`config.mk`:
```
export PLATFORM = sky130hd
export DESIGN_NAME = line_edit_key_ring_buffer_flat
export DESIGN_NICKNAME = d
export VERILOG_FILES = /design/src/rtl/lekrb_pkg.sv /design/src/rtl/lekrb_ifc.sv /design/src/rtl/lekrb_ram.sv /design/src/rtl/lekrb_ostage.sv /design/src/rtl/lekrb_ctrl.sv /design/src/rtl/line_edit_key_ring_buffer.sv /design/src/flat_wrapper.sv
export SDC_FILE = /design/constraint.sdc
export NUM_CORES = 1
export LEC_CHECK = 0
export BUFFER_PORTS_ARGS = -buffer_cell sky130_fd_sc_hd__buf_2
export CORE_UTILIZATION = 40
export CTS_BUF_LIST = sky130_fd_sc_hd__clkbuf_8
export CTS_CLUSTER_DIAMETER = 200
export DETAILED_ROUTE_END_ITERATION = 16
export PLACE_DENSITY_LB_ADDON = 0.3
export SYNTH_ARGS = -nofsm -noshare
export SYNTH_HDL_FRONTEND = slang
export SYNTH_SLANG_ARGS = --single-unit
```
`constraint.sdc`:
```
create_clock -name clk -period 3.5 [get_ports clk]
set_input_delay 0.7 -clock clk [delete_from_list [all_inputs] [get_ports clk]]
set_output_delay 0.7 -clock clk [all_outputs]
set_load 0.05 [all_outputs]
```
`src/rtl/lekrb_pkg.sv`:
```
// Package for the line-editing keyboard ring buffer.
// Holds sizes, codes, payload and RAM request types, and pointer helpers.
// No dependencies.
package lekrb_pkg;

    localparam int BUFFER_DEPTH = 64;
    localparam int PTR_W        = $clog2(BUFFER_DEPTH);
    localparam int BYTE_W       = 8;
    localparam int LEN_W        = 8;
    localparam int COUNT_W      = 6;

    // Command codes
    localparam logic CMD_KEY  = 1'b0;
    localparam logic CMD_LINE = 1'b1;

    // Special keys
    localparam logic [BYTE_W-1:0] KEY_NEWLINE   = 8'd10;
    localparam logic [BYTE_W-1:0] KEY_BACKSPACE = 8'd8;

    // Result kinds
    localparam logic [1:0] KIND_KEY  = 2'd0;
    localparam logic [1:0] KIND_BYTE = 2'd1;
    localparam logic [1:0] KIND_DONE = 2'd2;

    // Status codes
    localparam logic [1:0] ST_OK      = 2'd0;
    localparam logic [1:0] ST_FULL    = 2'd1;
    localparam logic [1:0] ST_BAD_LEN = 2'd2;
    localparam logic [1:0] ST_NO_LINE = 2'd3;

    // A line read with max_len at or above this is rejected
    localparam logic [LEN_W-1:0] LEN_LIMIT = LEN_W'(BUFFER_DEPTH);

    typedef struct packed {
        logic              cmd;
        logic [BYTE_W-1:0] key;
        logic [LEN_W-1:0]  max_len;
    } req_item_t;

    typedef struct packed {
        logic [1:0]         kind;
        logic [BYTE_W-1:0]  data;
        logic               echo;
        logic [1:0]         status;
        logic [COUNT_W-1:0] count;
        logic               last;
    } rsp_item_t;

    typedef struct packed {
        logic              we;
        logic [PTR_W-1:0]  waddr;
        logic [BYTE_W-1:0] wdata;
        logic              re;
        logic [PTR_W-1:0]  raddr;
    } ram_req_t;

    typedef enum logic [2:0] {
        S_IDLE,
        S_KEY,
        S_RD_REQ,
        S_BYTE,
        S_SCAN,
        S_SCAN_CHK,
        S_DONE
    } state_t;

    function automatic logic [PTR_W-1:0] ptr_fwd(input logic [PTR_W-1:0] p);
        return (p == PTR_W'(BUFFER_DEPTH - 1)) ? '0 : p + 1'b1;
    endfunction

    function automatic logic [PTR_W-1:0] ptr_back(input logic [PTR_W-1:0] p);
        return (p == '0) ? PTR_W'(BUFFER_DEPTH - 1) : p - 1'b1;
    endfunction

endpackage

```
`src/rtl/lekrb_ifc.sv`:
```
// Valid/ready channel interfaces for requests and results.
// Depends on lekrb_pkg for the payload types.
interface lekrb_req_if;
    import lekrb_pkg::*;
    logic      valid;
    logic      ready;
    req_item_t payload;
    modport source (output valid, output payload, input ready);
    modport sink (input valid, input payload, output ready);
endinterface

interface lekrb_rsp_if;
    import lekrb_pkg::*;
    logic      valid;
    logic      ready;
    rsp_item_t payload;
    modport source (output valid, output payload, input ready);
    modport sink (input valid, input payload, output ready);
endinterface

```
`src/rtl/lekrb_ram.sv`:
```
// Generic simple dual-port RAM, one write and one registered read port.
// No dependencies.
module lekrb_ram #(
    parameter int DEPTH = 64,
    parameter int WIDTH = 8
) (
    input  logic                     clk,
    input  logic                     we,
    input  logic [$clog2(DEPTH)-1:0] waddr,
    input  logic [WIDTH-1:0]         wdata,
    input  logic                     re,
    input  logic [$clog2(DEPTH)-1:0] raddr,
    output logic [WIDTH-1:0]         rdata
);
    logic [WIDTH-1:0] mem [DEPTH];

    always_ff @(posedge clk)
    begin
        if (we)
        begin
            mem[waddr] <= wdata;
        end
    end

    // read data holds until the next read
    always_ff @(posedge clk)
    begin
        if (re)
        begin
            rdata <= mem[raddr];
        end
    end
endmodule

```
`src/rtl/lekrb_ostage.sv`:
```
// Output register stage for the result channel.
// Depends on lekrb_pkg and lekrb_rsp_if.
module lekrb_ostage (
    input  logic                 clk,
    input  logic                 rst_n,
    input  logic                 load,
    input  lekrb_pkg::rsp_item_t item,
    output logic                 free,
    lekrb_rsp_if.source          rsp
);
    import lekrb_pkg::*;

    logic      valid_reg;
    rsp_item_t item_reg;

    always_ff @(posedge clk or negedge rst_n)
    begin
        if (!rst_n)
        begin
            valid_reg <= 1'b0;
        end
        else if (load)
        begin
            valid_reg <= 1'b1;
        end
        else if (rsp.ready)
        begin
            valid_reg <= 1'b0;
        end
    end

    always_ff @(posedge clk)
    begin
        if (load)
        begin
            item_reg <= item;
        end
    end

    assign free        = !valid_reg || rsp.ready;
    assign rsp.valid   = valid_reg;
    assign rsp.payload = item_reg;
endmodule

```
`src/rtl/lekrb_ctrl.sv`:
```
// Sequencer: keystroke update, line byte readout and newline scan.
// Depends on lekrb_pkg and lekrb_req_if; drives the ring RAM and output stage.
module lekrb_ctrl (
    input  logic                 clk,
    input  logic                 rst_n,
    lekrb_req_if.sink            req,
    output lekrb_pkg::ram_req_t  ram_req,
    input  logic [lekrb_pkg::BYTE_W-1:0] ram_rdata,
    input  logic                 out_free,
    output logic                 out_load,
    output lekrb_pkg::rsp_item_t out_item
);
    import lekrb_pkg::*;

    state_t             state_reg, state_next;
    logic [BYTE_W-1:0]  key_reg, key_next;
    logic [LEN_W-1:0]   max_len_reg, max_len_next;
    logic [PTR_W-1:0]   head_reg, head_next;
    logic [PTR_W-1:0]   tail_reg, tail_next;
    logic [PTR_W-1:0]   nl_pos_reg, nl_pos_next;
    logic               nl_valid_reg, nl_valid_next;
    logic [COUNT_W-1:0] cnt_reg, cnt_next;
    logic [1:0]         status_reg, status_next;

    always_ff @(posedge clk or negedge rst_n)
    begin
        if (!rst_n)
        begin
            state_reg    <= S_IDLE;
            head_reg     <= '0;
            tail_reg     <= '0;
            nl_pos_reg   <= '0;
            nl_valid_reg <= 1'b0;
        end
        else
        begin
            state_reg    <= state_next;
            head_reg     <= head_next;
            tail_reg     <= tail_next;
            nl_pos_reg   <= nl_pos_next;
            nl_valid_reg <= nl_valid_next;
        end
    end

    always_ff @(posedge clk)
    begin
        key_reg     <= key_next;
        max_len_reg <= max_len_next;
        cnt_reg     <= cnt_next;
        status_reg  <= status_next;
    end

    always_comb
    begin
        state_next    = state_reg;
        key_next      = key_reg;
        max_len_next  = max_len_reg;
        head_next     = head_reg;
        tail_next     = tail_reg;
        nl_pos_next   = nl_pos_reg;
        nl_valid_next = nl_valid_reg;
        cnt_next      = cnt_reg;
        status_next   = status_reg;
        ram_req       = '0;
        out_load      = 1'b0;
        out_item      = '0;
        req.ready     = (state_reg == S_IDLE);

        unique case (state_reg)
            S_IDLE:
            begin
                if (req.valid)
                begin
                    key_next     = req.payload.key;
                    max_len_next = req.payload.max_len;
                    cnt_next     = '0;
                    status_next  = ST_OK;
                    if (req.payload.cmd == CMD_KEY)
                    begin
                        state_next = S_KEY;
                    end
                    else if (req.payload.max_len >= LEN_LIMIT)
                    begin
                        status_next = ST_BAD_LEN;
                        state_next  = S_DONE;
                    end
                    else if (!nl_valid_reg)
                    begin
                        status_next = ST_NO_LINE;
                        state_next  = S_DONE;
                    end
                    else
                    begin
                        state_next = S_RD_REQ;
                    end
                end
            end

            S_KEY:
            begin
                if (out_free)
                begin
                    out_load      = 1'b1;
                    out_item.kind = KIND_KEY;
                    out_item.data = key_reg;
                    out_item.last = 1'b1;
                    state_next    = S_IDLE;
                    if (ptr_fwd(tail_reg) == head_reg)
                    begin
                        out_item.status = ST_FULL;
                    end
                    else
                    begin
                        // backspace is stored too, then undone by the tail step
                        ram_req.we    = 1'b1;
                        ram_req.waddr = tail_reg;
                        ram_req.wdata = key_reg;
                        if (key_reg == KEY_NEWLINE && !nl_valid_reg)
                        begin
                            nl_pos_next   = tail_reg;
                            nl_valid_next = 1'b1;
                        end
                        if (key_reg == KEY_BACKSPACE)
                        begin
                            if (tail_reg != head_reg)
                            begin
                                tail_next     = ptr_back(tail_reg);
                                out_item.echo = 1'b1;
                            end
                        end
                        else
                        begin
                            tail_next     = ptr_fwd(tail_reg);
                            out_item.echo = 1'b1;
                        end
                    end
                end
            end

            S_RD_REQ:
            begin
                if (LEN_W'(cnt_reg) == max_len_reg || head_reg == nl_pos_reg)
                begin
                    // drop the rest of the line and the newline
                    head_next   = ptr_fwd(nl_pos_reg);
                    nl_pos_next = ptr_fwd(nl_pos_reg);
                    state_next  = S_SCAN;
                end
                else
                begin
                    ram_req.re    = 1'b1;
                    ram_req.raddr = head_reg;
                    state_next    = S_BYTE;
                end
            end

            S_BYTE:
            begin
                if (out_free)
                begin
                    out_load      = 1'b1;
                    out_item.kind = KIND_BYTE;
                    out_item.data = ram_rdata;
                    cnt_next      = cnt_reg + 1'b1;
                    head_next     = ptr_fwd(head_reg);
                    state_next    = S_RD_REQ;
                end
            end

            S_SCAN:
            begin
                if (nl_pos_reg == tail_reg)
                begin
                    nl_valid_next = 1'b0;
                    state_next    = S_DONE;
                end
                else
                begin
                    ram_req.re    = 1'b1;
                    ram_req.raddr = nl_pos_reg;
                    state_next    = S_SCAN_CHK;
                end
            end

            S_SCAN_CHK:
            begin
                if (ram_rdata == KEY_NEWLINE)
                begin
                    state_next = S_DONE;
                end
                else
                begin
                    nl_pos_next = ptr_fwd(nl_pos_reg);
                    state_next  = S_SCAN;
                end
            end

            S_DONE:
            begin
                if (out_free)
                begin
                    out_load        = 1'b1;
                    out_item.kind   = KIND_DONE;
                    out_item.status = status_reg;
                    out_item.count  = cnt_reg;
                    out_item.last   = 1'b1;
                    state_next      = S_IDLE;
                end
            end

            default:
            begin
                state_next = S_IDLE;
            end
        endcase
    end
endmodule

```
`src/rtl/line_edit_key_ring_buffer.sv`:
```
// Top level of the line-editing keyboard ring buffer.
// Depends on lekrb_pkg, lekrb_ifc, lekrb_ram, lekrb_ostage and lekrb_ctrl.
//
//  channel | dir | payload                                   | transactions per item
//  --------+-----+-------------------------------------------+----------------------
//  req     | in  | cmd, key, max_len                         | 1
//  rsp     | out | kind, data, echo, status, count, last     | 1 .. max_len+1
//
// Steps: a keystroke is accepted, then its result is loaded. A line read is accepted,
// then each line byte is read from the RAM and loaded as a result; head then moves
// past the newline (skipped bytes are not read), the newline scan reads position
// by position until it finds a newline or hits the tail, and the done result is
// loaded. A rejected line read goes straight to the done result.
// The ring RAM has a single read port; one item is in work at a time.
// Reset clears the pointers and the pending-line flag; the RAM needs no clear.
// A stalled rsp holds its transaction in the output register; the sequencer
// waits for that register to free up before loading the next result.
module line_edit_key_ring_buffer (
    input  logic        clk,
    input  logic        rst_n,
    lekrb_req_if.sink   req,
    lekrb_rsp_if.source rsp
);
    import lekrb_pkg::*;

    ram_req_t          ram_req;
    logic [BYTE_W-1:0] ram_rdata;
    logic              out_free;
    logic              out_load;
    rsp_item_t         out_item;

    // ring store: written on keystrokes, read for line bytes and the scan
    lekrb_ram #(
        .DEPTH (BUFFER_DEPTH),
        .WIDTH (BYTE_W)
    ) u_ram (
        .clk   (clk),
        .we    (ram_req.we),
        .waddr (ram_req.waddr),
        .wdata (ram_req.wdata),
        .re    (ram_req.re),
        .raddr (ram_req.raddr),
        .rdata (ram_rdata)
    );

    // sequencer holding head, tail and newline pointers
    lekrb_ctrl u_ctrl (
        .clk       (clk),
        .rst_n     (rst_n),
        .req       (req),
        .ram_req   (ram_req),
        .ram_rdata (ram_rdata),
        .out_free  (out_free),
        .out_load  (out_load),
        .out_item  (out_item)
    );

    // result register between the sequencer and the rsp channel
    lekrb_ostage u_ostage (
        .clk   (clk),
        .rst_n (rst_n),
        .load  (out_load),
        .item  (out_item),
        .free  (out_free),
        .rsp   (rsp)
    );
endmodule

```
`src/flat_wrapper.sv`:
```
// flat-port wrapper written by rule: the top's interface ports become plain ports
module line_edit_key_ring_buffer_flat import lekrb_pkg::*;
  (clk, rst_n, req_valid, req_payload, req_ready, rsp_valid, rsp_payload, rsp_ready);
  lekrb_req_if req_i ();
  lekrb_rsp_if rsp_i ();
  input  logic clk;
  input  logic rst_n;
  input wire logic [$bits(req_i.valid)-1:0] req_valid;
  input wire logic [$bits(req_i.payload)-1:0] req_payload;
  output wire logic [$bits(req_i.ready)-1:0] req_ready;
  output wire logic [$bits(rsp_i.valid)-1:0] rsp_valid;
  output wire logic [$bits(rsp_i.payload)-1:0] rsp_payload;
  input wire logic [$bits(rsp_i.ready)-1:0] rsp_ready;
  assign req_i.valid = req_valid;
  assign req_i.payload = req_payload;
  assign req_ready = req_i.ready;
  assign rsp_valid = rsp_i.valid;
  assign rsp_payload = rsp_i.payload;
  assign rsp_i.ready = rsp_ready;
  line_edit_key_ring_buffer u_core (.clk(clk), .rst_n(rst_n), .req(req_i), .rsp(rsp_i));
endmodule
```
After elaboration in Yosys (flattened, before gate mapping). Memories as Yosys holds them, arrays and structs flattened. A register that Yosys moved wholly into a read port is not among the register bits. Cells that the tools add are included.

Bits in registers: 67. RAM bits: 512. Input bits: 21. Output and inout bits: 22. Word-level logic and storage cells: 137. Memories kept: 1.

Memory list: u_core.u_ram.mem (words 64, bits a word 8, read ports 1, clocked after Yosys merged registers in 1, write ports 1, RTL line lekrb_ram.sv:15) `logic [WIDTH-1:0] mem [DEPTH];`.

Add/subtract/negate cells: 5. Order comparisons: 1. Eq/ne operators: 27. Mux-type cells: 58. Bitwise operators: 4. Reductions and logical operators: 24.

Operators by type and width (count): two-way mux 6 bit (14); two-way mux 15 bit (3); adder 6 x 1 -> 6 bit (second input constant) (4); == test 8 x 4 -> 1 bit (second input constant) (3); one-hot mux 6 bit (2 select lines) (2); two-way mux 3 bit (7); == test 6 bit (3); == test 6 bit (second input constant) (3); two-way mux 9 bit (2); one-hot mux 3 bit (6 select lines) (1); one-hot mux 6 bit (3 select lines) (1); one-hot mux 8 bit (2 select lines) (1); two-way mux 1 bit (14); two-way mux 7 bit (2); one-hot mux 7 bit (2 select lines) (1); != test 2 bit (second input constant) (6); two-way mux 11 bit (1); two-way mux 2 bit (5); == test 3 bit (second input constant) (3); AND reduction 3 bit (3); == test 6 x 8 -> 1 bit (1); greater-or-equal comparator 8 x 7 -> 1 bit (second input constant) (1); != test 2 x 1 -> 1 bit (second input constant) (4); nonzero test 2 bit (4); 20 further kinds (30).

Logic depth before layout (Yosys ltp). Gate-level depths: netlist of the first run.

Word-level depth: 8. Mapped depth: 13. Mapped depth without buffers: 10.

Cells and area by module. A second synthesis of the first run with hierarchy kept.

Cells, all modules: 1335. Area, all modules: 24237.0 um^2.

By module, submodules not included: lekrb_ram (instances 1, cells an instance 940, area each 20246.9 um^2, sequential area each 15615.0 um^2); lekrb_ctrl (instances 1, cells an instance 372, area each 3342.0 um^2, sequential area each 1271.2 um^2); lekrb_ostage (instances 1, cells an instance 23, area each 648.1 um^2, sequential area each 625.6 um^2).

Worst setup path before layout of the first run. No wires, ideal clock.

Path kind: register -> register. From: reg u_core.u_ctrl.tail_reg[0]. To: mem u_core.u_ram.mem[32][0], enable pin. Setup time: 0.395 ns. Arrival time: 2.921 ns. Setup slack: 0.184 ns. Stages on the path, launching flop included: 12. Buffers on the path: 2. Cells stage by stage: dfrtp_1 ha_1 and3_1 clkbuf_1 a31oi_1 xor2_1 nor4_1 and3_1 nor2b_1 clkbuf_1 nand2_1 nor4_1.

Cells in the longest elaborated chain, start to end: 8. Elaborated cells on any way between the ends: 9. Classes of those cells: add/sub (1); eq/ne (2); mux (6).

RTL lines: start, declared (RTL line lekrb_ctrl.sv:19) `logic [PTR_W-1:0] tail_reg, tail_next;`; start signal, assigned (RTL line lekrb_ctrl.sv:39) `tail_reg <= tail_next;`; adder 6 x 1 -> 6 bit or == test 6 bit (tied branches) (RTL line lekrb_pkg.sv:68) `return (p == PTR_W'(BUFFER_DEPTH - 1)) ? '0 : p + 1'b1;`; two-way mux 6 bit (RTL line lekrb_pkg.sv:68); == test 6 bit (RTL line lekrb_ctrl.sv:108) `if (ptr_fwd(tail_reg) == head_reg)`; two-way mux 15 bit * (RTL line lekrb_ctrl.sv:108); two-way mux 15 bit * (RTL line lekrb_ctrl.sv:101) `if (out_free)`; two-way mux 15 bit * (RTL line lekrb_ctrl.sv:69) `unique case (state_reg)`; two-way mux 1 bit (RTL line lekrb_ram.sv:19) `if (we)`; two-way mux 1 bit (not written as such) (RTL line lekrb_ram.sv:21) `mem[waddr] <= wdata;`; end, declared (RTL line lekrb_ram.sv:15).

Mark *: on every way between the ends. The rest lies on a longest branch, timed or not.

Worst setup path after layout of the first run.
From: reg u_core.u_ctrl.tail_reg[0]. To: reg u_core.u_ram.rdata[7] (read register of u_core.u_ram.mem) (data pin).

Cells in the longest elaborated chain, start to end: 3.

RTL lines: == test 6 bit (RTL line lekrb_ctrl.sv:172) `if (nl_pos_reg == tail_reg)`; two-way mux 7 bit (RTL line lekrb_ctrl.sv:172); one-hot mux 7 bit (2 select lines) (RTL line lekrb_ctrl.sv:69); end, declared (RTL line lekrb_ram.sv:13) `output logic [WIDTH-1:0] rdata`.

No other way between the ends. A chain may end at the register's enable or synchronous reset.

==> results of run 1 <==
final timing paths:
check	start	endpoint	slack, ns
min in group asynchronous	rst_n	u_core.u_ctrl.tail_reg[0]	0.55
max in group asynchronous	rst_n	u_core.u_ctrl.tail_reg[5]	2.54
worst min-delay path	req_payload[3]	u_core.u_ctrl.max_len_reg[3]	0.20
worst max register to register	u_core.u_ctrl.tail_reg[0]	u_core.u_ram.rdata[7]	0.07
worst max-delay path	u_core.u_ctrl.tail_reg[0]	u_core.u_ram.rdata[7]	0.07
worst min register to register	u_core.u_ctrl.status_reg[1]	u_core.u_ostage.rsp.payload[8]	0.53
cells in the mapped netlist (6+ instances only):
| cell | count |
|---|---|
| sky130_fd_sc_hd__edfxtp_1 | 564 |
| sky130_fd_sc_hd__nand2_1 | 348 |
| sky130_fd_sc_hd__nand3_1 | 163 |
| sky130_fd_sc_hd__nor2_1 | 109 |
| sky130_fd_sc_hd__mux2i_1 | 77 |
| sky130_fd_sc_hd__a211oi_1 | 73 |
| sky130_fd_sc_hd__buf_2 | 55 |
| sky130_fd_sc_hd__clkbuf_1 | 53 |
| sky130_fd_sc_hd__inv_1 | 39 |
| sky130_fd_sc_hd__o21ai_0 | 35 |
| sky130_fd_sc_hd__a21oi_1 | 28 |
| sky130_fd_sc_hd__a31oi_1 | 28 |
| sky130_fd_sc_hd__nand4_1 | 27 |
| sky130_fd_sc_hd__xor2_1 | 24 |
| sky130_fd_sc_hd__dfrtp_1 | 23 |
| sky130_fd_sc_hd__a32oi_1 | 21 |
| sky130_fd_sc_hd__nor3_1 | 19 |
| sky130_fd_sc_hd__and2_1 | 18 |
| sky130_fd_sc_hd__o211ai_1 | 15 |
| sky130_fd_sc_hd__xnor2_1 | 15 |
| sky130_fd_sc_hd__o21ai_1 | 12 |
| sky130_fd_sc_hd__a22o_1 | 11 |
| sky130_fd_sc_hd__a32o_1 | 11 |
| sky130_fd_sc_hd__buf_1 | 10 |
| sky130_fd_sc_hd__and3_1 | 8 |
| sky130_fd_sc_hd__buf_4 | 8 |
| sky130_fd_sc_hd__a311oi_1 | 7 |
| sky130_fd_sc_hd__ha_1 | 6 |
| sky130_fd_sc_hd__nor4_1 | 6 |
worst max-delay path, delay by kind of cell (launching register included):
kind | cells | cell delay [ns]
flops | 1 | 0.37
buf+inv | 6 | 1.21
simple gates | 4 | 0.40
xor+xnor | 1 | 0.26
compound gates | 4 | 0.98
per-stage QoR:
step	TNS, ns	hold WS (ns)	utilization [%]	setup slack [ns]	total power, mW
finish	0	0.195	48.1	0.0685	24.8
global route	-0.0941	0.159	48.1	-0.0272	25.8
CTS	0	0.148	47.5	0.00474	24.4
detailed placement	-0.305	0.517	44.5	-0.113	18.8
global placement	-0.164	0.525	44.5	-0.0683	18.7
floorplan	0	0.404	-	0.184	14.7
final cells by class:
type / instances / area [um2]
Antenna cell: 1 / 2.50
Clock buffer: 102 / 1400
Fill cell: 5341 / 31600
Clock inverter: 73 / 394
Sequential cell: 587 / 17500
Tap cell: 782 / 978
Timing Repair Buffer: 225 / 2010
Multi-Input combinational cell: 1139 / 6800
Inverter: 40 / 150
where the power goes:
group / switching, mW / internal (mW) / leakage [nW]
Sequential: 0.373 / 8.58 / 5.48
Clock: 2.72 / 2.92 / 1.03
Combinational: 6.63 / 3.56 / 4.00
Total: 9.73 / 15.1 / 10.5
layer usage:
layer  vias to the layer above  routed length (um)  share of wire (%)  global-route usage (%)
met5                         -                  15              0.022                       0
li1                       7500                   -                  -                       -
met4                         2                2370                3.4                    8.26
met2                       802               32200                 47                    34.2
met3                       158                5980                8.7                    4.88
met1                      8371               28300                 41                    28.9
kinds of logic (layout without fill, tap and decap cells):
group | after synthesis | after routing | synth area share (%)
other cells | 0 | 1 | 0
buf+inv | 169 | 440 | 3.05
mux | 78 | 78 | 3.15
fa+ha+maj | 6 | 6 | 0.303
xor+xnor | 39 | 39 | 1.38
compound gates | 280 | 281 | 8.27
simple gates | 735 | 735 | 13.3
flops | 587 | 587 | 70.6
timing repair:
| item | 4_1_cts | 5_1_grt |
|---|---|---|
| hold buffers | 1 | 0 |
| endpoints found under the setup margin | 11 | 299 |
| pin swaps | 1 | 10 |
| endpoints found under the hold margin | 3 | 0 |
| setup buffers | 2 | 8 |
| resized for setup | 4 | 64 |
| gates cloned | 0 | 3 |
==> impl_metrics.env, run 1 <==
export IMPL_critPathMaxStageDelay_ns=0.37
export IMPL_status="complete, no violations"
export IMPL_total_leakage_power_nw=10.5
export IMPL_ys_warnings_count=0
export IMPL_overall_die_area_um2=63000
export IMPL_synthesis_instances=1894
export IMPL_synth_fp_nets=1921
export IMPL_timing_critical_path_slowest_stage_cell="sky130_fd_sc_hd__dfrtp_1"
export IMPL_final_nets=2117
export IMPL_layout_drive_gt1_share_pct=20.1
export IMPL_initial_core_util_pct=40.8
export IMPL_number_of_flip_flops_under_the_largest_register_name=512
export IMPL_number_of_synthesized_register_bits=587
export IMPL_critical_path_class="flop to flop"
export IMPL_grt_overflow=0
export IMPL_cts_root_buffer="sky130_fd_sc_hd__clkbuf_8"
export IMPL_globalplace_congestion=0.891
export IMPL_grt_pass1_wl_um=102000
export IMPL_layout_common_cells="sky130_fd_sc_hd__edfxtp_1 (564), sky130_fd_sc_hd__nand2_1 (348), sky130_fd_sc_hd__nand3_1 (159)"
export IMPL_unrepaired_setup_endpoints_after_global_routing="yes"
export IMPL_cts_buffers_inserted=97
export IMPL_insertion_delay_ns=0.72
export IMPL_grt_pass1_vias=16323
export IMPL_detail_route_drc_violations=0
export IMPL_portBuffers=42
export IMPL_max_clock_freq_mhz=291
export IMPL_critPathMaxFanout=30
export IMPL_worst_margin_pin_slew_ns=0.799
export IMPL_final_cell_area_um2=29200
export IMPL_worst_hold_path_type="primary input to flop"
export IMPL_finalCriticalPeriod_ns=3.43
export IMPL_ys_seq_area_share_pct=70.6
export IMPL_dpl_hpwl_um=43300
export IMPL_clk_pin_slew_ns=0.06
export IMPL_arrival_time_at_the_worst_endpoint_ns=3.99
export IMPL_placed_cells_incl_taps=2759
export IMPL_area_delta_synth_final_pct=17.9
export IMPL_whs_path_depth=1
export IMPL_largest_register="u_core.u_ram.mem"
export IMPL_critPathCaptureType="flop"
export IMPL_worstRegToRegCells=15
export IMPL_report_final_setup_viol=0
export IMPL_io_pin_count=43
export IMPL_synth_area_leaders="sky130_fd_sc_hd__edfxtp_1 (68%), sky130_fd_sc_hd__nand2_1 (5.3%), sky130_fd_sc_hd__nand3_1 (3.3%), sky130_fd_sc_hd__mux2i_1 (3.1%), sky130_fd_sc_hd__dfrtp_1 (2.3%)"
export IMPL_crit_chain="buf_4 -> xor2_1 -> nor4_4 -> buf_4 -> a21oi_2 -> buf_12 -> a21o_4 -> buf_12 -> buf_16 -> buf_4 -> nand2_1 -> nand3_1 -> nand4_1 -> o211ai_1 -> a32o_1"
export IMPL_dieWidth_um=251
export IMPL_layout_commonest_cell="sky130_fd_sc_hd__edfxtp_1"
export IMPL_drt_wirelength_per_cell_um=23.4
export IMPL_cp_start_kind="flop"
export IMPL_crit_top_cell="sky130_fd_sc_hd__buf_4"
export IMPL_timing_slew_headroom_pct=46.4
export IMPL_ir_drop_mv=0.529
export IMPL_clock_sink_count=587
export IMPL_core_area_um2=60800
export IMPL_total_standard_cell_area_after_synthesis_um2=24800
export IMPL_share_of_flip_flops_with_an_asynchronous_set_or_reset_after_synthesis_pct=3.92
export IMPL_vias_per_cell=5.71
export IMPL_worst_clock_skew_ns=0.0648
export IMPL_dpl_instance_area_um2=27000
export IMPL_timing_final_hold_violations=0
export IMPL_fp_row_count=90
export IMPL_cts_buffer_depth=3
export IMPL_drv_cap=0
export IMPL_worst_endpoint_required_ns=4.06
export IMPL_ys_types=62
export IMPL_maxSlewViolCount=0
export IMPL_detailedRoute_firstIterationViolations=1604
export IMPL_antenna_found_initial=2
export IMPL_min_period_over_period_pct=98.0
export IMPL_wirelength_um=68900
export IMPL_synth_top_cell_area_share_pct=68.3
export IMPL_grt_util_all_layers_pct=21.6
export IMPL_final_antenna_net_count=0
export IMPL_detailedRoute_firstPassIterationCount=6
export IMPL_vias=16833
export IMPL_syn_avg_cell_area_um2=13.1
export IMPL_synth_edff_count=564
export IMPL_cts_tree="done"
export IMPL_htreeDepth=3
export IMPL_post_layout_nonfiller_instances=2949
export IMPL_synthDominantAreaCellType="sky130_fd_sc_hd__edfxtp_1"
export IMPL_powerDensity_nw_per_um2=848
export IMPL_pin_count_of_the_biggest_net_entering_global_routing=65
export IMPL_ys_dominant_reg_cell="sky130_fd_sc_hd__edfxtp_1"
export IMPL_die_height_um=251
Note: power is estimated with default switching activity, not from simulation.
==> inputs of run 2 (changes only) <==
- ABC_AREA: not set -> 1
==> run 2 against run 1 <==
Against the previous run: first-iteration DRC count is 20% higher; clock power is 4% lower; critical endpoint is now u_core.u_ram.mem[14][7]; critical path depth is 2 lower; design area is 5.2% higher; worst setup slack better by 0.15 ns; largest power group is now registers; hold slack worse by 0.0062 ns.
==> impl_metrics.env, run 2 <==
export IMPL_totalNegativeSetupSlack_ns=0
export IMPL_ys_top_cells_by_count="sky130_fd_sc_hd__nand3_1 (566), sky130_fd_sc_hd__edfxtp_1 (564), sky130_fd_sc_hd__inv_1 (422)"
export IMPL_cts_buffers_inserted=98
export IMPL_report_final_setup_viol=0
export IMPL_total_standard_cell_area_after_synthesis_um2=27000
export IMPL_layout_drive_gt1_share_pct=12.5
export IMPL_synthDominantAreaCellType="sky130_fd_sc_hd__edfxtp_1"
export IMPL_drv_cap=0
export IMPL_worst_endpoint_required_ns=3.82
export IMPL_area_delta_synth_final_pct=13.8
export IMPL_final_antenna_net_count=0
export IMPL_synth_area_leaders="sky130_fd_sc_hd__edfxtp_1 (63%), sky130_fd_sc_hd__nand3_1 (10%), sky130_fd_sc_hd__inv_1 (5.9%), sky130_fd_sc_hd__nand2_1 (5.8%), sky130_fd_sc_hd__nand3b_1 (4.7%)"
export IMPL_htreeDepth=3
export IMPL_grt_util_all_layers_pct=21.3
export IMPL_synth_fp_nets=2607
export IMPL_ir_drop_mv=0.328
export IMPL_layout_commonest_cell="sky130_fd_sc_hd__nand3_1"
export IMPL_timing_slew_headroom_pct=39.1
export IMPL_finalCriticalPeriod_ns=3.28
export IMPL_maxSlewViolCount=0
export IMPL_detailedRoute_firstIterationViolations=1926
export IMPL_total_leakage_power_nw=12.4
export IMPL_largest_register="u_core.u_ram.mem"
export IMPL_wirelength_um=72200
export IMPL_dieWidth_um=262
export IMPL_drt_wirelength_per_cell_um=19.8
export IMPL_worst_hold_path_type="primary input to flop"
export IMPL_min_period_over_period_pct=93.8
export IMPL_max_clock_freq_mhz=305
export IMPL_timing_final_hold_violations=0
export IMPL_share_of_cell_area_taken_by_muxes_after_synthesis_pct=0
export IMPL_grt_pass1_vias=18635
export IMPL_antenna_found_initial=2
export IMPL_fp_row_count=94
export IMPL_yosysMostFrequentCell="sky130_fd_sc_hd__nand3_1"
export IMPL_pin_count_of_the_biggest_net_entering_global_routing=97
export IMPL_core_area_um2=66300
export IMPL_final_nets=2749
export IMPL_n_fill_cell=6120
export IMPL_totalPowerFinal_mw=21.8
export IMPL_timing_critical_path_slowest_stage_cell="sky130_fd_sc_hd__nor2_1"
export IMPL_vias=19243
export IMPL_number_of_synthesized_register_bits=587
export IMPL_cts_buffer_depth=3
export IMPL_critPathMaxStageDelay_ns=0.61
export IMPL_synth_compound_gate_area_share_pct=1.70
export IMPL_portBuffers=42
export IMPL_grt_pass1_wl_um=110000
export IMPL_layout_common_cells="sky130_fd_sc_hd__nand3_1 (565), sky130_fd_sc_hd__edfxtp_1 (564), sky130_fd_sc_hd__inv_1 (450)"
export IMPL_status="complete, no violations"
export IMPL_layout_area_seq_um2=17500
export IMPL_post_cts_setup_repair_buffer_count=0
export IMPL_powerDensity_nw_per_um2=708
export IMPL_cts_root_buffer="sky130_fd_sc_hd__clkbuf_8"
export IMPL_ys_warnings_count=0
export IMPL_critical_path_top_delay_family="simple AND/OR/NAND/NOR gates"
export IMPL_initial_core_util_pct=40.8
export IMPL_synth_top_family_by_area="simple AND/OR/NAND/NOR gates"
export IMPL_dpl_hpwl_um=45900
export IMPL_io_pin_count=43
export IMPL_synthesis_instances=2580
export IMPL_syn_avg_cell_area_um2=10.5
export IMPL_die_height_um=262
export IMPL_insertion_delay_ns=0.71
export IMPL_ys_dominant_reg_cell="sky130_fd_sc_hd__edfxtp_1"
export IMPL_critPathCaptureType="flop"
export IMPL_multi_input_area_um2=7210
export IMPL_cp_start_kind="flop"
export IMPL_crit_top_cell="sky130_fd_sc_hd__nand2_1"
export IMPL_clk_pin_slew_ns=0.06
export IMPL_vias_per_cell=5.26
export IMPL_globalplace_congestion=0.899
export IMPL_worst_margin_pin_slew_ns=0.911
export IMPL_finalHoldWorstSlack_ns=0.189
export IMPL_number_of_flip_flops_under_the_largest_register_name=512
export IMPL_synth_top_cell_area_share_pct=62.6
export IMPL_unrepaired_setup_endpoints_after_global_routing="yes"
export IMPL_synth_xor_area_share_pct=0.583
export IMPL_crit_chain="ha_1 -> nand4_1 -> nand2_1 -> nand2_1 -> o21ai_1 -> or2_0 -> nand3_1 -> nor2_2 -> nor2_4 -> inv_4 -> nor3_1 -> inv_1 -> nor2_1"
export IMPL_post_synthesis_share_of_cell_area_spent_on_and_or_nand_and_nor_gates_pct=23.7
export IMPL_detail_route_drc_violations=0
export IMPL_synthAdderAreaFrac_pct=0.278
export IMPL_critical_path_n_buffers_inverters=2
export IMPL_overall_die_area_um2=68600
export IMPL_ys_types=44
export IMPL_cts_tree="done"
export IMPL_critical_path_class="flop to flop"
export IMPL_critPathMaxFanout=8
export IMPL_synth_edff_count=564
export IMPL_detailedRoute_firstPassIterationCount=6
export IMPL_arrival_time_at_the_worst_endpoint_ns=3.61
export IMPL_clock_sink_count=587
export IMPL_share_of_flip_flops_with_an_asynchronous_set_or_reset_after_synthesis_pct=3.92
export IMPL_worst_clock_skew_ns=0.0378
export IMPL_grt_overflow=0
export IMPL_ys_seq_area_share_pct=64.8
-- run 2: cell types whose count changed after synthesis, sizes merged, moves of 24 or more --
cell / previous run / this run
buf: 76 / 121
inv: 39 / 430
a32oi: 26 / 2
clkbuf: 53 / 20
a31oi: 28 / 1
a211oi: 73 / 0
nand2: 348 / 418
mux2i: 77 / 0
nand3b: 0 / 168
nand3: 163 / 567
-- run 2: path summary, 6_finish.rpt --
path                                             start                             end  slack (ns)  depth (start not counted)
max                          u_core.u_ctrl.tail_reg[0]         u_core.u_ram.mem[14][7]        0.22                         13
min in group asynchronous                        rst_n       u_core.u_ctrl.tail_reg[5]        0.55                          2
max reg2reg                  u_core.u_ctrl.tail_reg[0]         u_core.u_ram.mem[14][7]        0.22                         13
max in group asynchronous                        rst_n     u_core.u_ctrl.nl_pos_reg[1]        2.51                          2
min reg2reg                u_core.u_ctrl.status_reg[1]  u_core.u_ostage.rsp.payload[8]        0.58                          2
min                                    req_payload[13]        u_core.u_ctrl.key_reg[5]        0.19                          1
-- run 2: power by group --
group,internal (mW),total [mW],switching [mW]
logic,2.10,7.38,5.27
clock network,2.74,5.44,2.70
registers,8.61,8.96,0.354
-- run 2: layer usage --
metal	wire length [um]	up-vias	track usage, %
met5	0	-	0
met3	6100	132	3.84
met1	31200	9245	29.6
li1	-	9019	-
met4	2030	0	7.58
met2	32900	847	33.7
-- run 2: layout make-up --
cell class              count  area share (%)
diodes                      1         0.00813
flip-flops and latches    587            56.9
inverters                 431            5.27
clock buffers             101            4.52
multi-input cells        1421            23.4
repair buffers            183            5.23
clock inverters            68            1.09
well taps                 864            3.51
-- run 2: per-stage QoR --
step | setup WS, ns | utilization (%) | std cells | instance area, um2
finish | 0.217 | 46.4 | 3656 | 30800
floorplan | -0.249 | - | 2580 | 27000
global route | -0.121 | 46.4 | 3656 | 30800
CTS | 0.180 | 46.4 | 3655 | 30700
detailed placement | 0.201 | 43.7 | 3485 | 29000
global placement | 0.173 | 43.7 | 3485 | 29000
-- run 2: worst reg2reg max path: stages (launching register included) --
cell                      delay, ns
sky130_fd_sc_hd__dfrtp_1       0.49
sky130_fd_sc_hd__ha_1          0.31
sky130_fd_sc_hd__nand4_1       0.15
sky130_fd_sc_hd__nand2_1       0.07
sky130_fd_sc_hd__nand2_1       0.09
sky130_fd_sc_hd__o21ai_1       0.10
sky130_fd_sc_hd__or2_0         0.22
sky130_fd_sc_hd__nand3_1       0.10
sky130_fd_sc_hd__nor2_2        0.08
sky130_fd_sc_hd__nor2_4        0.18
sky130_fd_sc_hd__inv_4         0.08
sky130_fd_sc_hd__nor3_1        0.26
sky130_fd_sc_hd__inv_1         0.21
sky130_fd_sc_hd__nor2_1        0.61
-- run 2: logic make-up after synthesis --
group / after synthesis
and+or+nand+nor: 1318
DFF: 587
buffers and inverters: 572
AOI/OAI and AO/OA: 79
xor gates and xnor gates: 18
adders and majority gates: 6
-- run 2: timing repair --
action	CTS	global route
setup endpoints to repair	0	127
hold buffers	1	0
endpoints found under the hold margin	9	0
resized for setup	0	6
==> inputs of run 3 (changes only) <==
- CORE_UTILIZATION: 40 -> 59
==> run 3 against run 2 <==
Against the previous run: power is 1.5% lower; first-iteration DRC count up 18%; non-clock buffer count decreased by 14; sequential cell count is the same; global-route usage up 8.8 points; core utilization up 20 points; combinational power shrank 2.7%; routed wire length shrank 3.1%; critical endpoint is now u_core.u_ram.mem[44][1].
==> impl_metrics.env, run 3 (synthesized netlist as in run 2, its figures left out) <==
export IMPL_fp_row_count=78
export IMPL_area_delta_synth_final_pct=11.7
export IMPL_critPathCaptureType="flop"
export IMPL_cts_hold_buffers_added=0
export IMPL_timing_final_hold_violations=0
export IMPL_cp_start_kind="flop"
export IMPL_unrepaired_setup_endpoints_after_global_routing="yes"
export IMPL_maxSlewViolCount=0
export IMPL_htreeDepth=3
export IMPL_place_ws_ns=-0.00583
export IMPL_clk_pin_slew_ns=0.06
export IMPL_portBuffers=42
export IMPL_min_period_over_period_pct=95.3
export IMPL_grt_pass1_vias=18862
export IMPL_critical_path_class="flop to flop"
export IMPL_drv_cap=0
export IMPL_number_of_flip_flops_under_the_largest_register_name=512
export IMPL_cts_buffers_inserted=92
export IMPL_critPathMaxFanout=12
export IMPL_grt_pass1_wl_um=107000
export IMPL_max_clock_freq_mhz=300
export IMPL_detailedRoute_firstIterationViolations=2267
export IMPL_report_final_setup_viol=0
export IMPL_final_core_util_pct=66.7
export IMPL_layout_drive_gt1_share_pct=11.8
export IMPL_core_area_um2=45300
export IMPL_totalNegativeSetupSlack_ns=0
export IMPL_layout_commonest_cell="sky130_fd_sc_hd__nand3_1"
export IMPL_detail_route_drc_violations=0
export IMPL_finalCriticalPeriod_ns=3.34
export IMPL_final_nets=2729
export IMPL_worst_margin_pin_slew_ns=1.03
export IMPL_wirelength_um=70000
export IMPL_total_leakage_power_nw=12.3
export IMPL_timing_rr_start="u_core.u_ctrl.tail_reg[0]"
export IMPL_antennaDiodeCount=0
export IMPL_pin_count_of_the_biggest_net_entering_global_routing=111
export IMPL_antenna_found_initial=1
export IMPL_initial_core_util_pct=59.7
export IMPL_largest_register="u_core.u_ram.mem"
export IMPL_worst_endpoint_required_ns=3.79
export IMPL_worst_clock_skew_ns=0.0341
export IMPL_cts_root_buffer="sky130_fd_sc_hd__clkbuf_8"
export IMPL_cts_buffer_depth=3
export IMPL_totalPowerFinal_mw=21.5
export IMPL_arrival_time_at_the_worst_endpoint_ns=3.63
export IMPL_ir_drop_mv=0.444
export IMPL_globalplace_congestion=0.975
export IMPL_placed_cells_incl_taps=3205
export IMPL_dpl_hpwl_um=43000
export IMPL_dpl_instance_area_um2=28500
export IMPL_clock_sink_count=587
export IMPL_insertion_delay_ns=0.68
export IMPL_worstRegToRegCells=13
export IMPL_vias_per_cell=5.79
export IMPL_overall_die_area_um2=46700
export IMPL_n_fill_cell=3419
export IMPL_status="complete, no violations"
export IMPL_vias=19518
export IMPL_dieWidth_um=216
export IMPL_final_critical_path_setup_slack_ns=0.165
export IMPL_final_antenna_net_count=0
export IMPL_post_layout_nonfiller_instances=3373
export IMPL_worst_hold_path_type="primary input to asynchronous set/reset pin"
export IMPL_die_height_um=216
export IMPL_grt_util_all_layers_pct=30.2
export IMPL_finalHoldWorstSlack_ns=0.0372
export IMPL_final_cell_area_um2=30200
export IMPL_timing_slew_headroom_pct=31.4
export IMPL_crit_reg2reg_capture="u_core.u_ram.mem[44][1]"
export IMPL_io_pin_count=43
export IMPL_drt_wirelength_per_cell_um=20.8
export IMPL_powerDensity_nw_per_um2=710
export IMPL_cts_tree="done"
export IMPL_grt_overflow=0
export IMPL_reg2reg_setup_slack_ns=0.16
export IMPL_layout_common_cells="sky130_fd_sc_hd__nand3_1 (565), sky130_fd_sc_hd__edfxtp_1 (564), sky130_fd_sc_hd__inv_1 (450)"
export IMPL_detailedRoute_firstPassIterationCount=8
[run 3: cell type report]
class                      count  area (um2)  share of cell area, %
multi-input combinational   1421        7210                   23.9
sequential                   587       17500                   58.0
clock buffer                  95        1310                   4.33
timing repair buffer         169        1440                   4.78
inverter                     431        1620                   5.37
tap                          600         751                   2.49
clock inverter                70         352                   1.16
[run 3: worst max path at each step]
stage                                   start                      end  slack [ns]  cells after the start
floorplan           u_core.u_ctrl.tail_reg[1]   u_core.u_ram.mem[0][0]       -0.25                     12
CTS                 u_core.u_ctrl.tail_reg[0]    u_core.u_ram.rdata[7]        0.08                     16
global route        u_core.u_ctrl.tail_reg[0]  u_core.u_ram.mem[44][1]       -0.04                     13
detailed placement  u_core.u_ctrl.tail_reg[0]  u_core.u_ram.mem[10][1]      -0.006                     13
finish              u_core.u_ctrl.tail_reg[0]  u_core.u_ram.mem[44][1]        0.16                     13
global placement    u_core.u_ctrl.tail_reg[0]  u_core.u_ram.mem[10][4]        0.04                     13
[run 3: per-layer routing]
metal	GRT usage, %	up-vias	wire length [um]
met2	47.9	1088	33300
met1	41.1	9282	27800
met4	12.3	2	2140
met5	0	-	8
met3	5.82	170	6850
li1	-	8976	-
[run 3: worst max-delay path, cell delays in order (launching register included)]
cell and delay (ns):
sky130_fd_sc_hd__dfrtp_2 0.49, sky130_fd_sc_hd__ha_1 0.28, sky130_fd_sc_hd__nand4_1 0.14, sky130_fd_sc_hd__nand2_1 0.06, sky130_fd_sc_hd__nand2_1 0.07, sky130_fd_sc_hd__o21ai_1 0.10
sky130_fd_sc_hd__or2_0 0.22, sky130_fd_sc_hd__nand3_1 0.11, sky130_fd_sc_hd__nor2_2 0.09, sky130_fd_sc_hd__nor2_4 0.22, sky130_fd_sc_hd__nand2_1 0.09, sky130_fd_sc_hd__nor2_1 0.14
sky130_fd_sc_hd__inv_1 0.24, sky130_fd_sc_hd__nor2_1 0.67
[run 3: report_power, final]
group | internal, mW | switching [mW] | leakage, nW
clock network | 2.67 | 2.64 | 0.957
logic | 2.01 | 5.17 | 5.82
registers | 8.60 | 0.357 | 5.51
[run 3: repair_timing]
action | in CTS | in global routing
pin swaps | 0 | 1
buffers inserted | 0 | 3
setup endpoints to repair | 8 | 536
resized for setup | 1 | 7
